===== config.mk =====
export PLATFORM = sky130hd
export DESIGN_NAME = bmp24_stream_decoder_core
export DESIGN_NICKNAME = d
export VERILOG_FILES = /design/src/design/bmpdec_pkg.sv /design/src/design/bmp24_stream_decoder_core.sv
export SDC_FILE = /design/constraint.sdc
export NUM_CORES = 1
export LEC_CHECK = 0
export BUFFER_PORTS_ARGS = -buffer_cell sky130_fd_sc_hd__buf_4
export CORE_AREA = 2 2 152 154
export DETAILED_ROUTE_END_ITERATION = 12
export DIE_AREA = 0 0 154 156
export PLACE_DENSITY = 0.58
export SETUP_SLACK_MARGIN = 0.1
export SKIP_CTS_REPAIR_TIMING = 1
export SYNTH_ARGS = -nofsm -noshare
export SYNTH_HDL_FRONTEND = slang
export SYNTH_SLANG_ARGS = --single-unit
export TNS_END_PERCENT = 100

===== constraint.sdc =====
create_clock -name clk -period 10.84 [get_ports clk]
set_clock_uncertainty 0.15 [all_clocks]
set_input_delay 1.626 -clock clk [delete_from_list [all_inputs] [get_ports clk]]
set_output_delay 1.626 -clock clk [all_outputs]
set_load 0.01 [all_outputs]

===== src/design/bmpdec_pkg.sv =====
// ---------------------------------------------------------------------------
// bmpdec_pkg
// Result codes and header layout constants for the 24-bit bitmap stream
// decoder.
// ---------------------------------------------------------------------------
package bmpdec_pkg;

	typedef enum logic [2:0] {
		KIND_PIXEL     = 3'd0,
		KIND_HEADER_OK = 3'd1,
		KIND_BAD_SIG   = 3'd2,
		KIND_BAD_DEPTH = 3'd3,
		KIND_TOO_LARGE = 3'd4
	} kind_t;

	// signature bytes, file byte 0 then byte 1
	localparam logic [7:0]  SIG_BYTE0 = 8'h42;
	localparam logic [7:0]  SIG_BYTE1 = 8'h4D;
	localparam logic [15:0] BIT_DEPTH = 16'd24;

	// header byte positions at which a field is complete
	localparam logic [5:0] POS_SIG    = 6'd1;
	localparam logic [5:0] POS_WIDTH  = 6'd21;
	localparam logic [5:0] POS_HEIGHT = 6'd25;
	localparam logic [5:0] POS_DEPTH  = 6'd29;
	localparam logic [5:0] POS_LAST   = 6'd53;

	localparam int OUT_DIM_BITS = 16;

endpackage


===== src/design/bmp24_stream_decoder_core.sv =====
// ---------------------------------------------------------------------------
// bmp24_stream_decoder_core
// Parses a 24-bit bitmap file arriving one byte per transfer: checks the
// header, reports width and height, then turns BGR triples into RGB pixels,
// skipping row padding and flagging the final pixel.
// ---------------------------------------------------------------------------
//
//  channel  valid         ready         payload
//  input    data_valid    data_ready    data_byte, start_of_file
//  result   result_valid  result_ready  kind, red, green, blue,
//                                       image_width, image_height, pixel_last
//
// One byte per cycle sustained while the output register is not stalled. A byte
// is taken into the input register, where the parser state and the result are
// worked out together, and the result is then registered in the output register.
// The input register stalls only while a finished result waits in the
// output register and result_ready is low.
// Reset clears the parser to the start of a header.
// ---------------------------------------------------------------------------
module bmp24_stream_decoder_core #(
	parameter int DIM_BITS = 16
) (
	input  logic                                   clk,
	input  logic                                   arst_n,
	input  logic                                   data_valid,
	output logic                                   data_ready,
	input  logic [7:0]                             data_byte,
	input  logic                                   start_of_file,
	output logic                                   result_valid,
	input  logic                                   result_ready,
	output logic [2:0]                             kind,
	output logic [7:0]                             red,
	output logic [7:0]                             green,
	output logic [7:0]                             blue,
	output logic [bmpdec_pkg::OUT_DIM_BITS-1:0]    image_width,
	output logic [bmpdec_pkg::OUT_DIM_BITS-1:0]    image_height,
	output logic                                   pixel_last
);

	typedef enum logic [1:0] {
		MODE_HEADER,
		MODE_PIXEL,
		MODE_PAD,
		MODE_IDLE
	} mode_t;

	// bits of a 32-bit size field that fit in DIM_BITS; all others must be clear for the size to fit
	localparam logic [31:0] DimMask = (DIM_BITS >= 32) ? '1 :
		32'((64'(1) << DIM_BITS) - 64'(1));

	// input register
	logic                valid_s1;
	logic [7:0]          byte_s1;
	logic                sof_s1;

	// parser state
	mode_t               mode_q,   mode_d;
	logic [5:0]          pos_q,    pos_d;
	logic [31:0]         shift_q,  shift_d;
	logic [DIM_BITS-1:0] width_q,  width_d;
	logic [DIM_BITS-1:0] height_q, height_d;
	logic                big_q,    big_d;
	logic [DIM_BITS-1:0] col_q,    col_d;
	logic [DIM_BITS-1:0] row_q,    row_d;
	logic [1:0]          phase_q,  phase_d;
	logic [7:0]          blue_q,   blue_d;
	logic [7:0]          green_q,  green_d;
	logic [1:0]          pad_q,    pad_d;

	// result register
	logic                         res_valid_q;
	bmpdec_pkg::kind_t            kind_q,   kind_d;
	logic [7:0]                   red_q,    red_d;
	logic [7:0]                   green_o_q, green_o_d;
	logic [7:0]                   blue_o_q, blue_o_d;
	logic [bmpdec_pkg::OUT_DIM_BITS-1:0] img_w_q, img_w_d;
	logic [bmpdec_pkg::OUT_DIM_BITS-1:0] img_h_q, img_h_d;
	logic                         last_q,   last_d;
	logic                         emit;

	logic                advance;
	logic                fire;
	mode_t               cur_mode;
	logic [5:0]          cur_pos;
	logic [31:0]         shift_nx;
	logic                shift_over;
	logic [DIM_BITS:0]   col_inc;
	logic [DIM_BITS:0]   row_inc;
	logic                is_last;
	logic [31:0]         width_ext;
	logic [31:0]         height_ext;

	assign advance    = !res_valid_q || result_ready;
	assign fire       = valid_s1 && advance;
	assign data_ready = !valid_s1 || advance;

	assign cur_mode   = sof_s1 ? MODE_HEADER : mode_q;
	assign cur_pos    = sof_s1 ? 6'd0 : pos_q;
	assign shift_nx   = {byte_s1, (sof_s1 ? 24'd0 : shift_q[31:8])};
	assign shift_over = |(shift_nx & ~DimMask);
	assign col_inc    = {1'b0, col_q} + {{DIM_BITS{1'b0}}, 1'b1};
	assign row_inc    = {1'b0, row_q} + {{DIM_BITS{1'b0}}, 1'b1};
	assign is_last    = (col_inc == {1'b0, width_q}) && (row_inc == {1'b0, height_q});
	assign width_ext  = 32'(width_q);
	assign height_ext = 32'(height_q);

	always_comb begin
		mode_d    = mode_q;
		pos_d     = pos_q;
		shift_d   = shift_q;
		width_d   = width_q;
		height_d  = height_q;
		big_d     = big_q;
		col_d     = col_q;
		row_d     = row_q;
		phase_d   = phase_q;
		blue_d    = blue_q;
		green_d   = green_q;
		pad_d     = pad_q;
		emit      = 1'b0;
		kind_d    = bmpdec_pkg::KIND_PIXEL;
		red_d     = '0;
		green_o_d = '0;
		blue_o_d  = '0;
		img_w_d   = '0;
		img_h_d   = '0;
		last_d    = 1'b0;

		if (fire) begin
			unique case (cur_mode)
				MODE_HEADER: begin
					mode_d  = MODE_HEADER;
					shift_d = shift_nx;
					pos_d   = cur_pos + 6'd1;
					if (cur_pos == bmpdec_pkg::POS_SIG) begin
						if (shift_nx[23:16] != bmpdec_pkg::SIG_BYTE0 ||
							shift_nx[31:24] != bmpdec_pkg::SIG_BYTE1) begin
							mode_d = MODE_IDLE;
							emit   = 1'b1;
							kind_d = bmpdec_pkg::KIND_BAD_SIG;
						end
					end else if (cur_pos == bmpdec_pkg::POS_WIDTH) begin
						width_d = shift_nx[DIM_BITS-1:0];
						big_d   = shift_over;
					end else if (cur_pos == bmpdec_pkg::POS_HEIGHT) begin
						height_d = shift_nx[DIM_BITS-1:0];
						big_d    = big_q || shift_over;
					end else if (cur_pos == bmpdec_pkg::POS_DEPTH) begin
						if (shift_nx[31:16] != bmpdec_pkg::BIT_DEPTH) begin
							mode_d = MODE_IDLE;
							emit   = 1'b1;
							kind_d = bmpdec_pkg::KIND_BAD_DEPTH;
						end else if (big_q) begin
							mode_d = MODE_IDLE;
							emit   = 1'b1;
							kind_d = bmpdec_pkg::KIND_TOO_LARGE;
						end
					end else if (cur_pos >= bmpdec_pkg::POS_LAST) begin
						pos_d   = cur_pos;
						col_d   = '0;
						row_d   = '0;
						phase_d = 2'd0;
						pad_d   = 2'd0;
						mode_d  = (width_q == '0 || height_q == '0) ? MODE_IDLE
							: MODE_PIXEL;
						emit    = 1'b1;
						kind_d  = bmpdec_pkg::KIND_HEADER_OK;
						img_w_d = width_ext[bmpdec_pkg::OUT_DIM_BITS-1:0];
						img_h_d = height_ext[bmpdec_pkg::OUT_DIM_BITS-1:0];
					end
				end
				MODE_PIXEL: begin
					unique case (phase_q)
						2'd0: begin
							blue_d  = byte_s1;
							phase_d = 2'd1;
						end
						2'd1: begin
							green_d = byte_s1;
							phase_d = 2'd2;
						end
						default: begin
							phase_d = 2'd0;
							col_d   = col_inc[DIM_BITS-1:0];
							if (col_inc >= {1'b0, width_q}) begin
								col_d = '0;
								row_d = row_inc[DIM_BITS-1:0];
								// row padding follows every row but the last
								if (!is_last && width_q[1:0] != 2'd0) begin
									pad_d  = width_q[1:0];
									mode_d = MODE_PAD;
								end
							end
							if (is_last) begin
								mode_d = MODE_IDLE;
							end
							emit      = 1'b1;
							kind_d    = bmpdec_pkg::KIND_PIXEL;
							red_d     = byte_s1;
							green_o_d = green_q;
							blue_o_d  = blue_q;
							last_d    = is_last;
						end
					endcase
				end
				MODE_PAD: begin
					pad_d = pad_q - 2'd1;
					if (pad_q == 2'd1) begin
						mode_d = MODE_PIXEL;
					end
				end
				default: begin
					mode_d = MODE_IDLE;
				end
			endcase
		end
	end

	always_ff @(posedge clk or negedge arst_n) begin
		if (!arst_n) begin
			valid_s1    <= 1'b0;
			byte_s1     <= '0;
			sof_s1      <= 1'b0;
			mode_q      <= MODE_HEADER;
			pos_q       <= '0;
			shift_q     <= '0;
			width_q     <= '0;
			height_q    <= '0;
			big_q       <= 1'b0;
			col_q       <= '0;
			row_q       <= '0;
			phase_q     <= '0;
			blue_q      <= '0;
			green_q     <= '0;
			pad_q       <= '0;
			res_valid_q <= 1'b0;
			kind_q      <= bmpdec_pkg::KIND_PIXEL;
			red_q       <= '0;
			green_o_q   <= '0;
			blue_o_q    <= '0;
			img_w_q     <= '0;
			img_h_q     <= '0;
			last_q      <= 1'b0;
		end else begin
			if (data_ready) begin
				valid_s1 <= data_valid;
				byte_s1  <= data_byte;
				sof_s1   <= start_of_file;
			end
			mode_q   <= mode_d;
			pos_q    <= pos_d;
			shift_q  <= shift_d;
			width_q  <= width_d;
			height_q <= height_d;
			big_q    <= big_d;
			col_q    <= col_d;
			row_q    <= row_d;
			phase_q  <= phase_d;
			blue_q   <= blue_d;
			green_q  <= green_d;
			pad_q    <= pad_d;
			// result register loads only when empty or being drained
			if (emit) begin
				res_valid_q <= 1'b1;
				kind_q      <= kind_d;
				red_q       <= red_d;
				green_o_q   <= green_o_d;
				blue_o_q    <= blue_o_d;
				img_w_q     <= img_w_d;
				img_h_q     <= img_h_d;
				last_q      <= last_d;
			end else if (result_ready) begin
				res_valid_q <= 1'b0;
			end
		end
	end

	assign result_valid = res_valid_q;
	assign kind         = kind_q;
	assign red          = red_q;
	assign green        = green_o_q;
	assign blue         = blue_o_q;
	assign image_width  = img_w_q;
	assign image_height = img_h_q;
	assign pixel_last   = last_q;

endmodule

Yosys cells after proc, flatten, opt, wreduce, memory -nomap -nowiden
Cells that the tools add are included.
{ "totals": {"register_bits": 196, "inputBits": 13, "out_inout_bits": 62, "elab_cells": 184} }
{ "op_classes": {"add_sub_neg": 4, "n_lt_le_gt_ge": 2, "eq_ne": 24, "mux": 96, "n_bitwise": 2, "n_reduce_logical": 33} }
{ "op_table": {"columns": ["operator", "count"], "rows": [
  ["$mux 16", 23],
  ["$mux 8", 9],
  ["$pmux 16 s2", 2],
  ["$mux 2", 24],
  ["$mux 6", 6],
  ["$add 16x1->17 const B", 2],
  ["$eq 17x16->1", 2],
  ["$logic_not 16->1", 2],
  ["$mux 24", 1],
  ["$mux 3", 8],
  ["$eq 6x5->1 const B", 3],
  ["$mux 1", 18],
  ["$ne 2x2->1 const B", 9],
  ["$ge 17x16->1", 1],
  ["$ne 16x5->1 const B", 1],
  ["$ne 8x7->1 const B", 2],
  ["$reduce_or 16->1", 1],
  ["$pmux 2 s3", 2],
  ["$reduce_and 10->1", 1],
  ["$reduce_and 5->1", 2],
  ["$reduce_and 9->1", 1],
  ["$pmux 2 s2", 2],
  ["$reduce_and 4->1", 2],
  ["$reduce_and 8->1", 1],
  ["other kinds (19)", 36]
]} }

Logic depth before layout (Yosys ltp)
{ "depth": {"word_depth": 10, "ltp_mapped": 16} }

Worst setup path before layout
No wires, ideal clock.
{ "synth_timing": {"kind": "input to output", "startpoint": "input port result_ready", "endpoint": "output port data_ready", "arrival_time_ns": 2.131, "required_time_ns": 9.064, "path_slack_ns": 6.933, "stages": 3, "n_path_buf": 1, "path_cell_list": "inv_1 nand3_1 clkbuf_1"} }
{ "synth_between": {"elab_chain_len": 2} }
{ "synth_lines": {"columns": ["item", "line", "source"], "rows": [
  ["start: declaration", "bmp24_stream_decoder_core.sv:30", "input logic result_ready,"],
  ["$logic_or 1x1->1", "bmp24_stream_decoder_core.sv:93", "assign advance = !res_valid_q || result_ready;"],
  ["$logic_or 1x1->1", "bmp24_stream_decoder_core.sv:95", "assign data_ready = !valid_s1 || advance;"],
  ["end: declaration", "bmp24_stream_decoder_core.sv:26", "output logic data_ready,"]
]} }
Every way passes these cells.

Worst setup path after layout
{ "layout_timing": {"startpoint": "register col_q[5]", "endpoint": "register row_q[5]"} }
{ "layout_between": {"elab_chain_len": 4} }
{ "layout_lines": {"columns": ["item", "line", "source"], "rows": [
  ["start: declaration", "bmp24_stream_decoder_core.sv:63", "logic [DIM_BITS-1:0] col_q, col_d;"],
  ["start signal: assignment", "bmp24_stream_decoder_core.sv:256", "col_q <= col_d;"],
  ["$add 16x1->17", "bmp24_stream_decoder_core.sv:101", "assign col_inc = {1'b0, col_q} + {{DIM_BITS{1'b0}}, 1'b1};"],
  ["$ge 17x16->1", "bmp24_stream_decoder_core.sv:185", "if (col_inc >= {1'b0, width_q}) begin"],
  ["$ne 2x2->1 (no source line)", null, null],
  ["$reduce_and 9->1 (no source line)", null, null],
  ["end signal: assignment", "bmp24_stream_decoder_core.sv:257", "row_q <= row_d;"],
  ["end: declaration", "bmp24_stream_decoder_core.sv:64", "logic [DIM_BITS-1:0] row_q, row_d;"]
]} }
Every way passes these cells.
A chain may end at the register's enable or synchronous reset.

==> impl_metrics.json <==
{
  "outcome": "finished clean",
  "synth-seq-area-share": 0.4834,
  "ff2ff_setup_slack_ps": 6150,
  "list_of_most_frequent_post_synthesis_cells": "188 x sky130_fd_sc_hd__dfrtp_1, 100 x sky130_fd_sc_hd__nand2_1, 91 x sky130_fd_sc_hd__mux2_2",
  "synth.distinct_cells": 67,
  "timing.critical_path.to_type": "flop",
  "gr-usage-all-layers": 0.2079,
  "synthesis.nets": 974,
  "power_per_cell_area_mw_per_mm2": 183.5,
  "drt.antenna.violating_nets": 0,
  "initial_core_util": 0.4352,
  "insertedDiodeCount": 0,
  "pwr-share-comb": 0.233,
  "clock_power_share": 0.313,
  "transition_at_the_pin_with_the_smallest_max_transition_slack_ps": 1071,
  "power_report.internal_total_mw": 1.358,
  "synthesis.yosys.warnings": 0,
  "post-route-drc-count": 0,
  "hold_end": "shift_q[23]",
  "worst_hold_path_type": "reg -> reg",
  "layout_cell_share_with_drive_strength_beyond_1": 0.2255,
  "hold_start": "shift_q[23]",
  "register_area_mm2": 0.004705,
  "max_vdd_drop_mv": 0.1048,
  "p_sw_frac": 0.3362,
  "proportion_of_synthesized_flip_flops_having_asynchronous_set_or_reset": 1.000,
  "p_switching_uw": 687.4,
  "rows": 55,
  "finalWorstSetupSlack_ps": 6150,
  "detail_route.vias_per_cell": 5.611,
  "grt_start_max_net_pins": 113,
  "ctsRootBufferMaster": "sky130_fd_sc_hd__clkbuf_16",
  "required_arrival_time_at_the_worst_endpoint_ps": 11040,
  "startpoint_to_endpoint_class_of_the_critical_path": "reg -> reg",
  "grt_pass1_wl_um": 39510,
  "insertion_delay_ps": 440,
  "area_growth_syn_to_layout_pct": 14.50,
  "worst-endpoint-arrival_ps": 4890,
  "synth_seq_cells": 188,
  "finalWeightedCongestion": 0.8264,
  "number_of_enable_type_register_cells_in_the_synthesized_netlist": 0,
  "main_synth_ff_type": "sky130_fd_sc_hd__dfrtp_1",
  "tritoncts_buffers": 17,
  "hold_viol": 0,
  "pins_over_their_slew_limit": 0,
  "syn_area_mm2": 0.009733,
  "synth_top_cell_area_share": 0.4834,
  "fill_cells": 2037,
  "ff2ff_path_depth": 14,
  "detail_route.wirelength_um": 24010,
  "wl_per_cell_um": 18.65,
  "crit_path_start_kind": "flop",
  "detailroute.via_count": 7222,
  "final_core_utilization": 0.4983,
  "clock_path_buffers": 2,
  "number_of_antenna_violations_at_the_first_check_in_global_routing": 0,
  "clock_sink_count": 188,
  "io_buffers": 74,
  "synthTopCellsByArea": "sky130_fd_sc_hd__dfrtp_1 48%, sky130_fd_sc_hd__mux2_2 11%, sky130_fd_sc_hd__nand2_1 3.9%",
  "avgSynthCellArea_um2": 10.41,
  "fin_setup_tns_ps": 0,
  "grt_setup_unrepaired": "false",
  "clk_transition_reported_paths_ps": 80,
  "grt-ovfl-total": 0,
  "cap_violations": 0,
  "pre_cts_slack_ps": 6217,
  "multi_input_combinational_cell_area_mm2": 0.004641,
  "drtPass1Iterations": 6,
  "nNetsFinal": 1028,
  "total_chip_power_mw": 2.045,
  "die_width_um": 154,
  "clock_tree.htree_level_count": 4,
  "grt_pass1_vias": 7071,
  "most_common_cell_in_the_synthesized_netlist": "sky130_fd_sc_hd__dfrtp_1",
  "die_footprint_mm2": 0.02402,
  "cellLeakagePower_nw": 5.131,
  "cts_tree": "yes",
  "boundaryPins": 75,
  "terminus_of_the_critical_flop_to_flop_path": "row_q[5]",
  "min_period_over_period": 0.4327,
  "sequentialPowerShare": 0.454,
  "die_y_um": 156,
  "max_freq_ghz": 0.2132,
  "path_max_fanout": 13,
  "hold-path-cell-count": 2,
  "setup_violations": 0,
  "syn-instance-count": 935,
  "dp.final_hpwl_um": 16930,
  "layout_min_cycle_time_ps": 4690,
  "maxSlewHeadroom": 0.2838,
  "fp.coreArea_mm2": 0.02237,
  "critical_path.reg2reg.startpoint": "col_q[5]",
  "first_iter_violations": 438,
  "synth_area_leader_cell": "sky130_fd_sc_hd__dfrtp_1"
}
layout by cell type (no fill, tap or decap), drive strengths merged, types with 20 or more instances in the layout:
master / count
a21oi: 20
and3: 31
buf: 83
dfrtp: 188
ha: 26
inv: 53
mux2: 102
nand2: 100
nand3: 27
nand4: 21
nor2: 22
nor2b: 21
nor3: 30
nor4: 20
o21ai: 71
xnor2: 24
layer usage:
| metal | GRT usage | share of wire |
|---|---|---|
| met1 | 0.2963 | 0.47 |
| met2 | 0.3293 | 0.47 |
| met3 | 0.03139 | 0.040 |
| met4 | 0.06275 | 0.020 |
| met5 | 0 | 0 |
kinds of logic (layout without fill, tap and decap cells):
logic type                 Yosys count  count (layout)  share of synthesized area
AOI/OAI and AO/OA                  152             152                     0.1019
buffers and inverters               98             165                    0.04152
and+or+nand+nor                    316             316                     0.1716
xor gates and xnor gates            34              34                    0.03059
DFF                                188             188                     0.4834
muxes                              121             121                     0.1375
adders and majority gates           26              26                    0.03342
sequential cells by signal (all words and copies together), names as in the netlist, 2 cells and up:
name and cells:
blue 8, blue_q 8, byte_s1 8, col_q 16, green 8, green_q 8, height_q 16, image_height 16
image_width 16, kind 3, mode_q 2, pad_q 2, phase_q 2, pos_q 6, red 8, row_q 16
shift_q 24, width_q 16
power by group through the flow:
stage	sequential (mW)	combinational, mW	clock, mW
floorplan	0.915	0.326	0
global placement	0.940	0.474	0
detailed placement	0.942	0.479	0
CTS	0.929	0.482	0.652
global route	0.950	0.531	0.685
finish	0.929	0.476	0.640
layout make-up:
cell class                      count  share of cell area
Multi-Input combinational cell    649              0.4164
Tap cell                          285             0.03200
Inverter                           49             0.01650
Clock buffer                       17             0.03817
Timing Repair Buffer               84             0.05715
Sequential cell                   188              0.4221
Clock inverter                     15             0.01763
how the worst max path moves through the flow:
stage / startpoint / endpoint / slack [ps] / depth (start not counted)
after floorplan: result_ready / data_ready / 6930 / 3
after global placement: sof_s1 / kind[1] / 6290 / 12
after detailed placement: col_q[5] / row_q[14] / 6220 / 14
after CTS: col_q[5] / row_q[5] / 6180 / 14
after global routing: col_q[5] / row_q[3] / 5710 / 14
final: col_q[5] / row_q[5] / 6150 / 14
critical path, cell delays in order (launching register included):
cell                      delay (ps)
sky130_fd_sc_hd__dfrtp_1         450
sky130_fd_sc_hd__and4_1          270
sky130_fd_sc_hd__nand4_1         260
sky130_fd_sc_hd__nor2_1          300
sky130_fd_sc_hd__nand3_1         220
sky130_fd_sc_hd__or2_2           370
sky130_fd_sc_hd__xnor2_1         170
sky130_fd_sc_hd__ha_1            270
sky130_fd_sc_hd__nand4_1         100
sky130_fd_sc_hd__nor4_1           90
sky130_fd_sc_hd__nor4b_4         620
sky130_fd_sc_hd__inv_1           290
sky130_fd_sc_hd__o21ai_1         720
sky130_fd_sc_hd__o21ai_0         200
sky130_fd_sc_hd__o31ai_1         100
metrics by stage:
| step | instance area, µm² | hold WS, ps | instances |
|---|---|---|---|
| 2_1_floorplan | 9733 | 292.2 | 935 |
| 3_3_place_gp | 10520 | 304.3 | 1255 |
| 3_5_place_dp | 10520 | 312.1 | 1255 |
| 5_1_grt | 11140 | 355.8 | 1287 |
| 6_report | 11140 | 321.9 | 1287 |
| 4_1_cts | 11140 | 327.8 | 1287 |
(Power assumes the default switching activity.)
